[config.mk]
export PLATFORM = sky130hd
export DESIGN_NAME = comment_skipping_tokenizer_top
export DESIGN_NICKNAME = d
export VERILOG_FILES = /design/src/design/cst_pkg.sv /design/src/design/cst_front.sv /design/src/design/cst_queue.sv /design/src/design/cst_back.sv /design/src/design/comment_skipping_tokenizer_top.sv
export SDC_FILE = /design/constraint.sdc
export NUM_CORES = 1
export LEC_CHECK = 0
export BUFFER_PORTS_ARGS = -buffer_cell sky130_fd_sc_hd__buf_2
export CAP_MARGIN = 20
export CORE_ASPECT_RATIO = 1.4
export CORE_MARGIN = 1.5
export CORE_UTILIZATION = 45
export CTS_BUF_LIST = sky130_fd_sc_hd__clkbuf_8
export DETAILED_ROUTE_END_ITERATION = 16
export SYNTH_ARGS = -nofsm -noshare
export SYNTH_HDL_FRONTEND = slang
export SYNTH_HIERARCHICAL = 1
export SYNTH_SLANG_ARGS = --single-unit
[constraint.sdc]
create_clock -name clk -period 12.7 [get_ports clk]
set_input_delay 1.905 -clock clk [delete_from_list [all_inputs] [get_ports clk]]
set_output_delay 1.905 -clock clk [all_outputs]
set_load 0.02 [all_outputs]
[src/design/cst_pkg.sv]
// Shared types, constants and byte-class helpers for the comment-skipping tokenizer.
package cst_pkg;

  localparam int unsigned MAX_CLASS_CHARS = 8;
  localparam int unsigned MAX_RUN = 3;

  localparam logic [7:0] CH_SLASH = 8'h2F;
  localparam logic [7:0] CH_STAR  = 8'h2A;
  localparam logic [7:0] CH_NL    = 8'h0A;

  // configuration register indexes
  localparam logic [1:0] REG_DELIM_CHARS = 2'd0;
  localparam logic [1:0] REG_DELIM_COUNT = 2'd1;
  localparam logic [1:0] REG_SEP_CHARS   = 2'd2;
  localparam logic [1:0] REG_SEP_COUNT   = 2'd3;

  typedef struct packed {
    logic [63:0] delim_chars;
    logic [3:0]  delim_count;
    logic [63:0] sep_chars;
    logic [3:0]  sep_count;
  } class_cfg_t;

  // one result word
  typedef struct packed {
    logic [7:0] ch;
    logic       cv;
    logic       te;
  } res_t;

  // all results caused by one input word, slot 0 first
  typedef struct packed {
    logic [1:0]         cnt;
    res_t [MAX_RUN-1:0] slot;
  } run_t;

  // results of classifying one byte
  typedef struct packed {
    logic [1:0] n;
    res_t       r0;
    res_t       r1;
    logic       open;
  } cls_t;

  // front status seen by the top level checks
  typedef struct packed {
    logic mode_normal;
    logic token_open;
  } front_stat_t;

  function automatic logic class_match(input logic [63:0] chars, input logic [3:0] count,
                                       input logic [7:0] b);
    logic [3:0] n;
    logic       m;
    n = (count > 4'(MAX_CLASS_CHARS)) ? 4'(MAX_CLASS_CHARS) : count;
    m = 1'b0;
    for (int i = 0; i < 8; i++) begin
      if ((4'(i) < n) && (chars[8*i +: 8] == b)) m = 1'b1;
    end
    return m;
  endfunction

  function automatic cls_t classify_byte(input logic [7:0] b, input logic open,
                                         input class_cfg_t cfg);
    cls_t c;
    c = '0;
    c.open = open;
    if (class_match(cfg.sep_chars, cfg.sep_count, b)) begin
      if (open) begin
        c.n = 2'd1;
        c.r0 = '{ch: 8'd0, cv: 1'b0, te: 1'b1};
      end
      c.open = 1'b0;
    end else if (class_match(cfg.delim_chars, cfg.delim_count, b)) begin
      if (open) begin
        c.n = 2'd2;
        c.r0 = '{ch: 8'd0, cv: 1'b0, te: 1'b1};
        c.r1 = '{ch: b, cv: 1'b1, te: 1'b1};
      end else begin
        c.n = 2'd1;
        c.r0 = '{ch: b, cv: 1'b1, te: 1'b1};
      end
      c.open = 1'b0;
    end else begin
      c.n = 2'd1;
      c.r0 = '{ch: b, cv: 1'b1, te: 1'b0};
      c.open = 1'b1;
    end
    return c;
  endfunction

  function automatic run_t run_append(input run_t run, input cls_t c);
    run_t r;
    r = run;
    if (c.n >= 2'd1) begin
      r.slot[r.cnt] = c.r0;
      r.cnt = r.cnt + 2'd1;
    end
    if (c.n >= 2'd2) begin
      r.slot[r.cnt] = c.r1;
      r.cnt = r.cnt + 2'd1;
    end
    return r;
  endfunction

endpackage

[src/design/cst_front.sv]
// Front end: comment-skipping lexer state machine, turns one input word into a run of results.
module cst_front import cst_pkg::*; (
  input  logic        clk,
  input  logic        rst,
  input  logic        accept,
  input  logic [7:0]  in_byte,
  input  logic        end_of_input,
  input  class_cfg_t  cfg,
  output run_t        run,
  output front_stat_t stat
);

  typedef enum logic [2:0] {
    M_NORMAL     = 3'd0,
    M_SLASH      = 3'd1,
    M_LINE       = 3'd2,
    M_BLOCK      = 3'd3,
    M_BLOCK_STAR = 3'd4
  } mode_t;

  mode_t mode, mode_next;
  logic  token_open, token_open_next;
  cls_t  cls_slash, cls_after_slash, cls_byte;

  always_comb begin
    cls_slash       = classify_byte(CH_SLASH, token_open, cfg);
    cls_after_slash = classify_byte(in_byte, cls_slash.open, cfg);
    cls_byte        = classify_byte(in_byte, token_open, cfg);
    run             = '0;
    mode_next       = mode;
    token_open_next = token_open;
    if (end_of_input) begin
      if (mode == M_SLASH) begin
        run = run_append(run, cls_slash);
        token_open_next = cls_slash.open;
      end
      if (token_open_next) begin
        run.slot[run.cnt] = '{ch: 8'd0, cv: 1'b0, te: 1'b1};
        run.cnt = run.cnt + 2'd1;
      end
      token_open_next = 1'b0;
      mode_next = M_NORMAL;
    end else begin
      case (mode)
        M_SLASH: begin
          if (in_byte == CH_SLASH) begin
            mode_next = M_LINE;
          end else if (in_byte == CH_STAR) begin
            mode_next = M_BLOCK;
          end else begin
            mode_next = M_NORMAL;
            run = run_append(run, cls_slash);
            run = run_append(run, cls_after_slash);
            token_open_next = cls_after_slash.open;
          end
        end
        M_LINE: begin
          if (in_byte == CH_NL) begin
            mode_next = M_NORMAL;
            run = run_append(run, cls_byte);
            token_open_next = cls_byte.open;
          end
        end
        M_BLOCK: begin
          if (in_byte == CH_STAR) mode_next = M_BLOCK_STAR;
        end
        M_BLOCK_STAR: begin
          if (in_byte == CH_SLASH) mode_next = M_NORMAL;
          else if (in_byte != CH_STAR) mode_next = M_BLOCK;
        end
        default: begin
          if (in_byte == CH_SLASH) begin
            mode_next = M_SLASH;
          end else begin
            mode_next = M_NORMAL;
            run = run_append(run, cls_byte);
            token_open_next = cls_byte.open;
          end
        end
      endcase
    end
  end

  always_ff @(posedge clk) begin
    if (rst) begin
      mode       <= M_NORMAL;
      token_open <= 1'b0;
    end else if (accept) begin
      mode       <= mode_next;
      token_open <= token_open_next;
    end
  end

  assign stat.mode_normal = (mode == M_NORMAL);
  assign stat.token_open  = token_open;

endmodule

[src/design/cst_queue.sv]
// Small run queue between the lexer front end and the result serializer.
module cst_queue import cst_pkg::*; #(
  parameter int unsigned DEPTH = 4
) (
  input  logic clk,
  input  logic rst,
  input  logic wr_en,
  input  run_t wr_data,
  input  logic rd_en,
  output run_t rd_data,
  output logic full,
  output logic nonempty
);

  localparam int unsigned PW = (DEPTH > 1) ? $clog2(DEPTH) : 1;
  localparam int unsigned CW = $clog2(DEPTH + 1);

  run_t          mem [DEPTH];
  logic [PW-1:0] wr_ptr, rd_ptr;
  logic [CW-1:0] count;

  always_ff @(posedge clk) begin
    if (wr_en) mem[wr_ptr] <= wr_data;
  end

  always_ff @(posedge clk) begin
    if (rst) begin
      wr_ptr <= '0;
      rd_ptr <= '0;
      count  <= '0;
    end else begin
      if (wr_en) wr_ptr <= (wr_ptr == PW'(DEPTH - 1)) ? '0 : wr_ptr + PW'(1);
      if (rd_en) rd_ptr <= (rd_ptr == PW'(DEPTH - 1)) ? '0 : rd_ptr + PW'(1);
      if (wr_en && !rd_en) count <= count + CW'(1);
      else if (rd_en && !wr_en) count <= count - CW'(1);
    end
  end

  assign rd_data  = mem[rd_ptr];
  assign full     = (count == CW'(DEPTH));
  assign nonempty = (count != '0);

endmodule

[src/design/cst_back.sv]
// Back end: holds one run and hands its results out one word per pop.
module cst_back import cst_pkg::*; (
  input  logic       clk,
  input  logic       rst,
  input  run_t       head,
  input  logic       head_valid,
  output logic       head_take,
  input  logic       pop,
  output logic       empty,
  output logic [7:0] token_char,
  output logic       char_valid,
  output logic       token_end,
  output logic       last_of_run
);

  run_t       cur;
  logic       cur_valid;
  logic [1:0] idx;
  logic       last;
  res_t       res;

  assign last      = (idx == cur.cnt - 2'd1);
  assign head_take = head_valid && (!cur_valid || (pop && last));

  always_ff @(posedge clk) begin
    if (rst) begin
      cur_valid <= 1'b0;
      idx       <= 2'd0;
    end else if (head_take) begin
      cur_valid <= 1'b1;
      idx       <= 2'd0;
    end else if (pop && cur_valid) begin
      if (last) cur_valid <= 1'b0;
      else idx <= idx + 2'd1;
    end
  end

  always_ff @(posedge clk) begin
    if (head_take) cur <= head;
  end

  assign res         = cur.slot[idx];
  assign empty       = !cur_valid;
  assign token_char  = res.ch;
  assign char_valid  = res.cv;
  assign token_end   = res.te;
  assign last_of_run = last;

endmodule

[src/design/comment_skipping_tokenizer_top.sv]
// Top level of the comment-skipping tokenizer: config registers, front, run queue, back.
//
//  channel  | handshake            | payload
//  ---------+----------------------+------------------------------------------------
//  input    | push / full          | in_byte[7:0], end_of_input
//  result   | empty / pop          | token_char[7:0], char_valid, token_end, last_of_run
//  config   | cfg_valid / cfg_ready| cfg_index[1:0], cfg_data[63:0]
//
// Cycles: one input word per cycle while full is low; the lexer classifies it and
//   queues its run (zero to three result words) in the same cycle. Result words leave
//   one per cycle while pop is high; the back-end serializer sets the sustained pace.
// Path: a result word is registered in the run queue, then in the back-end run register.
// Reset: synchronous; lexer returns to normal mode, no token open, queues empty,
//   all config registers zero.
// Stalls: full rises when the run queue is full; words that make no result never
//   take a queue slot. cfg_ready is always high.
module comment_skipping_tokenizer_top import cst_pkg::*; #(
  parameter int unsigned QUEUE_DEPTH = 4
) (
  input  logic        clk,
  input  logic        rst,
  input  logic        push,
  output logic        full,
  input  logic [7:0]  in_byte,
  input  logic        end_of_input,
  output logic        empty,
  input  logic        pop,
  output logic [7:0]  token_char,
  output logic        char_valid,
  output logic        token_end,
  output logic        last_of_run,
  input  logic        cfg_valid,
  output logic        cfg_ready,
  input  logic [1:0]  cfg_index,
  input  logic [63:0] cfg_data
);

  class_cfg_t  cfg;
  run_t        run, head;
  front_stat_t stat;
  logic        accept, q_push, q_full, q_nonempty, head_take;

  assign cfg_ready = 1'b1;

  // config registers; user must write only while idle; the block does not enforce it
  always_ff @(posedge clk) begin
    if (rst) begin
      cfg <= '0;
    end else if (cfg_valid && cfg_ready) begin
      case (cfg_index)
        REG_DELIM_CHARS: cfg.delim_chars <= cfg_data;
        REG_DELIM_COUNT: cfg.delim_count <= cfg_data[3:0];
        REG_SEP_CHARS:   cfg.sep_chars   <= cfg_data;
        REG_SEP_COUNT:   cfg.sep_count   <= cfg_data[3:0];
        default: ;
      endcase
    end
  end

  assign full   = q_full;
  assign accept = push && !full;
  // runs with no words are dropped here
  assign q_push = accept && (run.cnt != 2'd0);

  cst_front u_front (
    .clk          (clk),
    .rst          (rst),
    .accept       (accept),
    .in_byte      (in_byte),
    .end_of_input (end_of_input),
    .cfg          (cfg),
    .run          (run),
    .stat         (stat)
  );

  cst_queue #(
    .DEPTH (QUEUE_DEPTH)
  ) u_queue (
    .clk      (clk),
    .rst      (rst),
    .wr_en    (q_push),
    .wr_data  (run),
    .rd_en    (head_take),
    .rd_data  (head),
    .full     (q_full),
    .nonempty (q_nonempty)
  );

  cst_back u_back (
    .clk         (clk),
    .rst         (rst),
    .head        (head),
    .head_valid  (q_nonempty),
    .head_take   (head_take),
    .pop         (pop),
    .empty       (empty),
    .token_char  (token_char),
    .char_valid  (char_valid),
    .token_end   (token_end),
    .last_of_run (last_of_run)
  );

  // end of input always leaves the lexer in normal mode with no open token
  a_eoi_flush: assert property (@(posedge clk) disable iff (rst)
    (accept && end_of_input) |=> (stat.mode_normal && !stat.token_open))
    else $error("lexer not flushed after end of input");

  // a run word that is not the last one is followed by more words of the same run
  a_run_cont: assert property (@(posedge clk) disable iff (rst)
    (pop && !empty && !last_of_run) |=> !empty)
    else $error("run cut short");

  // a bare end mark always ends a token
  a_bare_end: assert property (@(posedge clk) disable iff (rst)
    (!empty && !char_valid) |-> (token_end && token_char == 8'd0))
    else $error("bare end mark malformed");

  // queue never overwritten
  a_no_overflow: assert property (@(posedge clk) disable iff (rst)
    q_push |-> !q_full)
    else $error("run queue overflow");

endmodule

== After elaboration in Yosys (flattened, before gate mapping) ==
Memory sizes are Yosys's and may differ from the RTL's. A register that Yosys moved wholly into a read port is not among the register bits.
Index checks and enable logic that the tools add are counted.

* Flip-flop bits (word level): 150
* Bits in writable memories: 128
* Logic and storage cells: 349
* Memories: 1

{| class="wikitable"
|+ Memory list
! memory !! words !! bits a word !! rd ports !! clocked after memory_dff !! wr ports !! line !! source
|-
| u_queue.mem || 4 || 32 || 1 || 1 || 1 || cst_queue.sv:18 || <nowiki>run_t mem [DEPTH];</nowiki>
|}

* Add/sub/neg operators: 13
* $lt $le $gt $ge: 39
* Equal/unequal tests: 54
* Multiplexer cells: 159
* Bitwise gates (word level): 4
* Reductions and logical operators: 68

{| class="wikitable"
|+ Operator list
! operator !! count
|-
| two-way mux 32 bit || 22
|-
| two-way mux 10 bit || 29
|-
| bitwise mux 30 bit || 6
|-
| == test 8 x 6 -> 1 bit, second input constant || 18
|-
| demux 10 bit (select 2 bit) || 7
|-
| == test 8 bit || 16
|-
| two-way mux 12 bit || 9
|-
| case mux 32 bit (3 select lines) || 1
|-
| two-way mux 1 bit || 53
|-
| logical AND 1 bit || 46
|-
| less-than comparator 3 x 4 -> 1 bit, first input constant || 8
|-
| two-way mux 2 bit || 15
|-
| AND 27 bit || 1
|-
| inverter 27 bit || 1
|-
| less-than comparator 2 x 3 -> 1 bit, second input constant || 8
|-
| two-way mux 3 bit || 8
|-
| two-way mux 11 bit || 2
|-
| adder 2 x 1 -> 2 bit, second input constant || 10
|-
| binary-select mux 10 bit (select 2 bit) || 1
|-
| >= comparator 2 x 1 -> 1 bit, second input constant || 10
|-
| less-than comparator 1 x 4 -> 1 bit, first input constant || 4
|-
| less-than comparator 2 x 4 -> 1 bit, first input constant || 4
|-
| two-way mux 8 bit || 2
|-
| case mux 3 bit (4 select lines) || 1
|-
| 31 further kinds || 55
|}

== Longest topological paths before layout ==
Gate-level depths: netlist of run 1.

* Word-level depth: 57
* Depth in mapped cells: 19

== Cells and area by module ==
Netlist of run 1, hierarchy kept.

{| class="wikitable"
|+ By module, submodules not included
! module !! instances !! cells an instance !! area each (um^2)
|-
| comment_skipping_tokenizer_top || 1 || 520 || 5620.4
|-
| cst_queue || 1 || 211 || 5099.9
|-
| cst_front || 1 || 460 || 3293.2
|-
| cst_back || 1 || 93 || 1417.6
|}

== Least setup slack after synthesis of run 1 ==
Ideal clock, no wire load.

* Kind: input to register
* Start: input port in_byte[6]
* End: register u_queue.count[2]
* Library setup time: 70 ps
* Arrival time: 5324 ps
* Data required time: 12630 ps
* Setup slack: 7306 ps
* Stages: 18
* Path buffers: 3
* Path through: buf_4 buf_4 xnor2_1 nand4_1 nor3_1 nor4_1 nand4_1 buf_2 a211oi_1 a211oi_1 o21ai_0 o21a_1 ha_1 inv_1 fa_1 xor2_1 or3_1 a21oi_1

{| class="wikitable"
|+ RTL lines
! item !! line !! source
|-
| from (decl) || comment_skipping_tokenizer_top.sv:24 || <nowiki>input logic [7:0] in_byte,</nowiki>
|-
| to (signal assigned) || cst_queue.sv:34 || <nowiki>if (wr_en && !rd_en) count <= count + CW'(1);</nowiki>
|-
| to (signal assigned) || cst_queue.sv:35 || <nowiki>else if (rd_en && !wr_en) count <= count - CW'(1);</nowiki>
|-
| to (decl) || cst_queue.sv:20 || <nowiki>logic [CW-1:0] count;</nowiki>
|}

==> summary.txt, run 1 <==
Run status
  • Status: finished clean

Hold path
  • Hold Path Sink: cfg[72]$_SDFFE_PP0P_
  • Worst hold stages: 2
  • Hold Path Class: reg -> reg
  • Hold path start: cfg[72]$_SDFFE_PP0P_

Final layout
  • Fillers: 3021
  • Share of cells above drive strength 1: 15.4%
  • # nets final: 1443
  • Non-Filler Instances: 1840
  • Multi-input logic area: 7000 sq um
  • ANT cells: 0
  • Syn-to-layout area delta: 9.86%
  • Seq. cell area: 7850 sq um

Power and ir drop
  • Pint: 1.82 mW
  • Seq pwr share: 49.2%
  • P_leak: 6.26 nW
  • Power, Total: 2.52 mW
  • VDD IR-drop max: 0.0000986 V
  • PwrDens: 149 nW/um^2
  • Sw power: 0.703 mW
  • Sw Share: 27.9%
  • Logic pwr share: 18.7%
  • Clock network fraction of total power: 32.1%

Clock network
  • CTS tree: built
  • Sink Count: 312
  • Root Buffer: clkbuf_8
  • H-Tree Depth: 2
  • Clk_lat worst skew: 0.60 ns
  • Post_cts resized: 0
  • Longest Clk Path Bufs: 3
  • CTS hold repair buffers: 0
  • Worst-path clk slew: 0.06 ns
  • CTS Buf Count: 47
  • Buffers inserted by post-CTS timing repair: 0

Drt
  • Vias per cell: 5.39
  • Initial DRC Count: 521
  • Routed vias: 9919
  • Final wirelength: 36500 um
  • Drt first pass iters: 5
  • ANT nets after route: 0
  • Mean routed wirelength per cell: 19.8 um
  • Residual DRC: 0

Synthesis
  • Mapped Cells: 1282
  • Synth warnings: 6
  • Syn Nets: 1372
  • Post-Syn Area per Cell: 12.0 sq um
  • Mapped cell area: 15400 sq um

Place
  • # placed instances: 1755
  • DP HPWL: 25000 um
  • Placer congestion estimate: 0.854
  • Port bufs: 92

STA
  • RSZ-0062 raised after global routing: no
  • Worst-Margin Slew: 0.994 ns
  • Relative slew slack: 33.7%
  • Setup Viol. Count Final: 0
  • Fin. max-slew vios: 0
  • Min Tclk post-route: 5.94 ns
  • Clock skew: 0.0233 ns
  • Max Freq: 168 MHz
  • Crit share post-route: 46.7%
  • Final hold vios: 0
  • Setup TNS: 0 ns

Worst setup path
  • R2R Path End: u_queue/count[2]$_SDFFE_PP0P_
  • Reg2reg start: cfg[3]$_SDFFE_PP0P_
  • WP data required: 13.22 ns
  • Worst path max stage delay: 0.62 ns
  • CP max-delay cell: nand4_1
  • Critical Path, Cell by Cell: buf_2 -> xnor2_1 -> nand4_1 -> nor3_1 -> nor4_1 -> nand4_1 -> a211oi_1 -> a211oi_1 -> o21ai_0 -> o21a_1 -> ha_1 -> inv_1 -> fa_1 -> xor2_1 -> or3_1 -> a21oi_1
  • CP arrival: 6.45 ns
  • Critical path class: in -> reg
  • Endpoint type of the worst setup path: register
  • R2R depth: 15
  • Startpoint types: input port
  • R2R Setup Slk: 7.84 ns
  • Largest fanout on the critical path: 23

Floorplanning
  • Number of placed I/O pins: 94
  • DIE AREA: 35400 sq um
  • Row count: 80
  • Initial Util: 45.4%
  • Die Y: 222 um
  • DIE WIDTH: 159 um
  • Core area: 33900 sq um

Global route
  • GRT Residual Overflow: 0
  • Vias in the first global route: 10.1k
  • Largest net degree at the start of global routing: 116
  • First-pass GRT wire length: 56300 um
  • Initial antenna violation count: 0
  • Gr usage total: 20.6%

Flow run
  • Max Cap Violations: 0
==> placed cells by master (no fill, tap or decap), types with 30 or more instances in the layout <==
cell,n
buf_2,91
inv_1,30
mux4_2,30
xnor2_1,63
dfxtp_1,151
nand2_1,34
clkbuf_8,56
xor2_1,67
edfxtp_1,160
nand2b_1,212
mux2i_1,157
nor2_1,40
==> how the worst max path moves through the flow <==
stage,from,to,slack (ns),depth (start not counted)
after floorplan,in_byte[6],u_queue/count[2]$_SDFFE_PP0P_,7.31,18
after global placement,in_byte[5],u_queue/count[2]$_SDFFE_PP0P_,6.40,16
after detailed placement,in_byte[2],u_queue/count[2]$_SDFFE_PP0P_,6.29,16
after CTS,in_byte[2],u_queue/count[2]$_SDFFE_PP0P_,6.92,16
after global routing,in_byte[5],u_queue/count[2]$_SDFFE_PP0P_,6.44,16
final,in_byte[5],u_queue/count[2]$_SDFFE_PP0P_,6.76,16
==> flip-flops by register name, summed over array words and instances, names as in the netlist, named ones only <==
| name | count |
|---|---|
| u_queue/count | 3 |
| u_front/token_open | 1 |
| u_front/mode | 3 |
| u_queue/wr_ptr | 2 |
| u_queue/mem | 128 |
| u_back/idx | 2 |
| u_queue/rd_ptr | 2 |
| u_back/cur_valid | 1 |
| u_back/cur | 32 |
| cfg | 136 |
==> worst max-delay path, delay by kind of cell <==
family / cells / cell delay [ns]
AND/OR/NAND/NOR: 5 / 1.54
XOR/XNOR: 2 / 0.32
adder cells (fa/ha/maj): 2 / 0.59
buffers and inverters: 2 / 0.62
AO/OA/AOI/OAI: 5 / 1.47
==> power groups by stage <==
stage / clock (mW) / combinational [mW] / sequential (mW)
floorplan: 0 / 0.388 / 1.24
global placement: 0 / 0.475 / 1.26
detailed placement: 0 / 0.485 / 1.26
CTS: 0.833 / 0.486 / 1.24
global route: 0.870 / 0.518 / 1.25
finish: 0.808 / 0.473 / 1.24
==> final cells by class <==
class / count / area share [%]
timing repair buffer: 104 / 3.26
tap: 451 / 3.33
inverter: 13 / 0.288
clock inverter: 29 / 0.938
multi-input combinational: 875 / 41.3
clock buffer: 56 / 4.55
sequential: 312 / 46.3
==> layer usage <==
layer / GRT usage, % / wire, um
met1: 22.6 / 14100
met2: 39.4 / 19900
met3: 2.75 / 1240
met4: 8.28 / 1210
met5: 0 / 0
==> metrics by stage <==
stage / setup WS [ns] / area (sq um) / hold WS [ns] / util, %
floorplan: 7.31 / 15400 / 0.449 / -
global placement: 6.40 / 16000 / 0.483 / 47.2
detailed placement: 6.29 / 16000 / 0.489 / 47.2
CTS: 6.92 / 16900 / 0.504 / 49.9
global route: 6.44 / 16900 / 0.520 / 49.9
finish: 6.76 / 16900 / 0.503 / 49.9
Note: power is estimated with default switching activity, not from simulation.
==> run 2, diff against run 1 <==
==> constraint.sdc (replaced) <==
create_clock -name clk -period 4.8 [get_ports clk]
set_input_delay 0.72 -clock clk [delete_from_list [all_inputs] [get_ports clk]]
set_output_delay 0.72 -clock clk [all_outputs]
set_load 0.02 [all_outputs]
==> summary.txt, run 2 (synthesized netlist as in run 1, its figures left out) <==
Run status
  • Status: finished clean

Worst setup path
  • CP arrival: 4.78 ns
  • WP data required: 5.30 ns
  • Largest fanout on the critical path: 8
  • Critical path class: reg -> reg
  • Worst path max stage delay: 0.52 ns
  • Critical path's top delay family: compound AO/OA/AOI/OAI gates
  • Startpoint types: register
  • Endpoint type of the worst setup path: register
  • CP max-delay cell: nor4_4
  • Critical Path, Cell by Cell: a211oi_2 -> nor3_1 -> a211o_1 -> nor4_4 -> nor2_1 -> nand3_1 -> ha_1 -> o211ai_1 -> o21a_1 -> ha_1 -> inv_1 -> fa_1 -> xor2_1 -> or3_1 -> a21oi_1
  • Most frequent CP cell: ha_1
  • Buf/Inv on CP: 1

STA
  • Clock skew: 0.0241 ns
  • Worst-Margin Slew: 0.991 ns
  • Fin. max-slew vios: 0
  • Relative slew slack: 34.0%
  • Final hold vios: 0
  • Setup Viol. Count Final: 0
  • Crit share post-route: 89.2%
  • Min Tclk post-route: 4.28 ns
  • Setup TNS: 0 ns
  • RSZ-0062 raised after global routing: no
  • Max Freq: 234 MHz

Clock network
  • H-Tree Depth: 2
  • Post_cts resized: 0
  • CTS Buf Count: 48
  • Buffers inserted by post-CTS timing repair: 0
  • Worst-path clk slew: 0.07 ns
  • Root Buffer: clkbuf_8
  • Sink Count: 312
  • CTS hold repair buffers: 0
  • Clk_lat worst skew: 0.59 ns
  • Longest Clk Path Bufs: 3
  • CTS tree: built

Drt
  • Residual DRC: 0
  • ANT nets after route: 0
  • Drt first pass iters: 5
  • Mean routed wirelength per cell: 20.2 um
  • Final wirelength: 38100 um
  • Vias per cell: 5.37
  • Routed vias: 10.1k
  • Initial DRC Count: 563

Power and ir drop
  • VDD IR-drop max: 0.000243 V
  • PwrDens: 383 nW/um^2
  • P_leak: 6.46 nW

Final layout
  • # nets final: 1483
  • Largest regs: cfg (136), u_queue/mem (128), u_back/cur (32)
  • Commonest cells after routing, fill and taps aside: nand2b_1, edfxtp_1, mux2i_1, dfxtp_1, buf_2
  • Max reg flops: 136
  • Design area: 17300 sq um
  • Fillers: 3053
  • Register with the most flip-flops: cfg
  • Seq. cell area: 7850 sq um
  • Multi-input logic area: 7000 sq um
  • Share of cells above drive strength 1: 17.7%
  • Commonest non-fill, non-tap cell in the layout: nand2b_1
  • Syn-to-layout area delta: 11.9%

Global route
  • Vias in the first global route: 10.4k
  • First-pass GRT wire length: 59200 um
  • Largest net degree at the start of global routing: 110
  • Initial antenna violation count: 1
  • Gr usage total: 21.6%
  • GRT Residual Overflow: 0

Floorplanning
  • DIE AREA: 35400 sq um
  • Row count: 80
  • Initial Util: 45.4%
  • DIE WIDTH: 159 um
  • Core area: 33900 sq um
  • Die Y: 222 um
  • Number of placed I/O pins: 94

Place
  • DP HPWL: 26900 um
  • Placer congestion estimate: 0.919
  • Port bufs: 92
  • Area after DPL: 16400 sq um

Hold path
  • Hold Path Class: in -> reg

Flow run
  • Max Cap Violations: 0
[run 2: layer usage]
| layer | share of wire [%] | routed length [um] | vias to the layer above | global-route usage, % |
|---|---|---|---|---|
| met5 | 0 | 0 | - | 0 |
| met4 | 4.2 | 1590 | 0 | 10.5 |
| met3 | 3.5 | 1350 | 88 | 3.11 |
| met2 | 51 | 19600 | 251 | 39.0 |
| met1 | 41 | 15600 | 4933 | 25.1 |
| li1 | - | - | 4835 | - |
[run 2: worst paths after layout]
kind	start	endpoint	slack (ns)	cells after the start
min	pop	u_back/cur_valid$_SDFFE_PP0P_	0.40	2
max reg2reg	cfg[69]$_SDFFE_PP0P_	u_queue/count[2]$_SDFFE_PP0P_	0.52	15
min reg2reg	u_queue/count[2]$_SDFFE_PP0P_	u_queue/count[2]$_SDFFE_PP0P_	0.50	2
max	cfg[69]$_SDFFE_PP0P_	u_queue/count[2]$_SDFFE_PP0P_	0.52	15
[run 2: worst reg2reg max path, stage by stage, from the launching register on]
cell and delay, ns:
dfxtp_1 0.41, a211oi_2 0.40, nor3_1 0.14, a211o_1 0.34, nor4_4 0.52, nor2_1 0.22
nand3_1 0.19, ha_1 0.25, o211ai_1 0.29, o21a_1 0.23, ha_1 0.18, inv_1 0.05
fa_1 0.37, xor2_1 0.15, or3_1 0.31, a21oi_1 0.14
[run 2: final cells by class]
| cell class | instances | area share (%) |
|---|---|---|
| well taps | 451 | 3.27 |
| multi-input cells | 875 | 40.5 |
| flip-flops and latches | 312 | 45.5 |
| diodes | 1 | 0.0145 |
| clock buffers | 54 | 4.31 |
| clock inverters | 34 | 0.855 |
| repair buffers | 143 | 5.26 |
| inverters | 13 | 0.283 |
[run 2: power breakdown]
part,internal (mW),switching [mW],total [mW]
clock network,1.03,1.02,2.05
logic,0.578,0.707,1.29
registers,3.14,0.137,3.28
[run 2: per-stage QoR]
step           std cells  total power, mW  hold WS, ns  utilization [%]  worst slack, ns
2_1_floorplan       1282             4.31        0.449                -            0.591
3_3_place_gp        1794             4.62        0.487             48.2            0.383
3_5_place_dp        1794             4.65        0.490             48.2            0.314
4_1_cts             1882             6.71        0.365             50.9            0.514
5_1_grt             1883             6.94        0.386             50.9            0.314
6_report            1883             6.61        0.398             50.9            0.518
==> run 3, diff against run 2 <==
--- a/config.mk
+++ b/config.mk
@@ -9,7 +9,7 @@
 export CAP_MARGIN = 20
 export CORE_ASPECT_RATIO = 1.4
 export CORE_MARGIN = 1.5
-export CORE_UTILIZATION = 45
+export CORE_UTILIZATION = 44
 export CTS_BUF_LIST = sky130_fd_sc_hd__clkbuf_8
 export DETAILED_ROUTE_END_ITERATION = 16
 export SYNTH_ARGS = -nofsm -noshare
==> summary.txt, run 3 (synthesized netlist as in run 1, its figures left out) <==
Run status
  • Status: finished clean

STA
  • Setup TNS: 0 ns
  • Final Worst Setup Slack: 0.612 ns
  • Fin. max-slew vios: 0
  • Setup Viol. Count Final: 0
  • Crit share post-route: 87.2%
  • RSZ-0062 raised after global routing: no
  • Hold Slack: 0.405 ns
  • Min Tclk post-route: 4.19 ns
  • Final hold vios: 0
  • Relative slew slack: 42.1%
  • Clock skew: 0.0240 ns
  • Max Freq: 239 MHz
  • Worst-Margin Slew: 0.868 ns

Hold path
  • Worst hold stages: 2
  • Hold path start: pop
  • Hold Path Class: in -> reg
  • Hold Path Sink: u_back/cur_valid$_SDFFE_PP0P_

Worst setup path
  • WP data required: 5.30 ns
  • CP max-delay cell: fa_1
  • Endpoint type of the worst setup path: register
  • Critical path class: reg -> reg
  • Reg2reg start: cfg[3]$_SDFFE_PP0P_
  • R2R Path End: u_queue/count[2]$_SDFFE_PP0P_
  • CP arrival: 4.69 ns
  • R2R depth: 17
  • R2R Setup Slk: 0.61 ns
  • Worst path max stage delay: 0.37 ns
  • Critical Path, Cell by Cell: buf_4 -> nor3_1 -> nand2b_1 -> a22oi_1 -> nand4_1 -> buf_4 -> nor2_1 -> nand3_1 -> ha_1 -> o211ai_1 -> o21a_1 -> ha_1 -> inv_1 -> fa_1 -> xor2_1 -> or3_1 -> a21oi_1
  • Largest fanout on the critical path: 11
  • Worst setup path start: cfg[3]$_SDFFE_PP0P_
  • Startpoint types: register

Power and ir drop
  • P_leak: 6.55 nW
  • Power, Total: 6.95 mW
  • Clock network fraction of total power: 34.3%
  • PwrDens: 397 nW/um^2
  • Pint: 5.09 mW
  • VDD IR-drop max: 0.000232 V
  • Sw Share: 26.8%
  • Seq pwr share: 48.2%
  • Sw power: 1.86 mW
  • Logic pwr share: 17.5%

Place
  • DP HPWL: 26500 um
  • Area after DPL: 16400 sq um
  • Port bufs: 92
  • Placer congestion estimate: 0.889
  • # placed instances: 1798
  • Setup slack at placement: 0.326 ns

Final layout
  • Share of cells above drive strength 1: 18.6%
  • Syn-to-layout area delta: 13.5%
  • Non-Filler Instances: 1884
  • Commonest non-fill, non-tap cell in the layout: nand2b_1
  • Commonest cells after routing, fill and taps aside: nand2b_1, edfxtp_1, mux2i_1, dfxtp_1, buf_2
  • # nets final: 1487
  • Final Core Density: 51.0%
  • Register with the most flip-flops: cfg
  • ANT cells: 0
  • Design area: 17500 sq um
  • Largest regs: cfg (136), u_queue/mem (128), u_back/cur (32)
  • Max reg flops: 136

Drt
  • Routed vias: 10.0k
  • Initial DRC Count: 472
  • Final wirelength: 37400 um
  • ANT nets after route: 0
  • Residual DRC: 0
  • Drt first pass iters: 5
  • Vias per cell: 5.31
  • Mean routed wirelength per cell: 19.8 um

Clock network
  • Root Buffer: clkbuf_8
  • Sink Count: 312
  • H-Tree Depth: 2
  • Buffers inserted by post-CTS timing repair: 0
  • Post_cts resized: 0
  • CTS tree: built
  • Clk_lat worst skew: 0.58 ns
  • CTS hold repair buffers: 0
  • CTS Buf Count: 47
  • Worst-path clk slew: 0.06 ns
  • Longest Clk Path Bufs: 3

Global route
  • First-pass GRT wire length: 58900 um
  • GRT Residual Overflow: 0
  • Initial antenna violation count: 1
  • Largest net degree at the start of global routing: 106
  • Vias in the first global route: 10.5k
  • Gr usage total: 21.1%

Floorplanning
  • Initial Util: 44.9%
  • DIE AREA: 36200 sq um
  • Core area: 34300 sq um
  • Die Y: 225 um
  • Number of placed I/O pins: 94
  • DIE WIDTH: 161 um
  • Row count: 80

Flow run
  • Max Cap Violations: 0
[run 3: worst max path at each step]
stage	end	slack (ns)	cells past startpoint
finish	u_queue/count[2]$_SDFFE_PP0P_	0.61	17
global route	u_queue/count[2]$_SDFFE_PP0P_	0.30	17
CTS	u_queue/count[2]$_SDFFE_PP0P_	0.58	16
detailed placement	u_queue/count[2]$_SDFFE_PP0P_	0.33	16
floorplan	u_queue/count[2]$_SDFFE_PP0P_	0.59	18
global placement	u_queue/count[2]$_SDFFE_PP0P_	0.46	16
[run 3: layout make-up]
cell class	instances	area, sq um
clock buffer	58	798
timing repair buffer	148	991
sequential	312	7850
inverter	13	48.8
fill	3044	16800
clock inverter	27	249
multi-input combinational	875	7000
tap	451	564
[run 3: critical path: cells and delay by family, from the launching register on]
kind | cells | cell delay [ns]
AND/OR/NAND/NOR | 6 | 1.52
adder cells (fa/ha/maj) | 3 | 0.86
AO/OA/AOI/OAI | 4 | 0.81
buffers and inverters | 3 | 0.43
flip-flops | 1 | 0.31
XOR/XNOR | 1 | 0.16
[run 3: power by group through the flow]
stage	logic (mW)	clock network [mW]	registers [mW]
finish	1.21	2.39	3.35
CTS	1.24	2.45	3.36
global placement	1.22	0	3.41
detailed placement	1.23	0	3.42
global route	1.33	2.57	3.39
floorplan	1.03	0	3.29
[run 3: layer usage]
| layer | GRT usage, % | wire (um) | vias to the layer above |
|---|---|---|---|
| met5 | 0 | 10 | - |
| met4 | 7.65 | 1140 | 2 |
| met3 | 3.19 | 1260 | 65 |
| met2 | 39.6 | 20000 | 188 |
| met1 | 24.1 | 15000 | 4904 |
| li1 | - | - | 4842 |
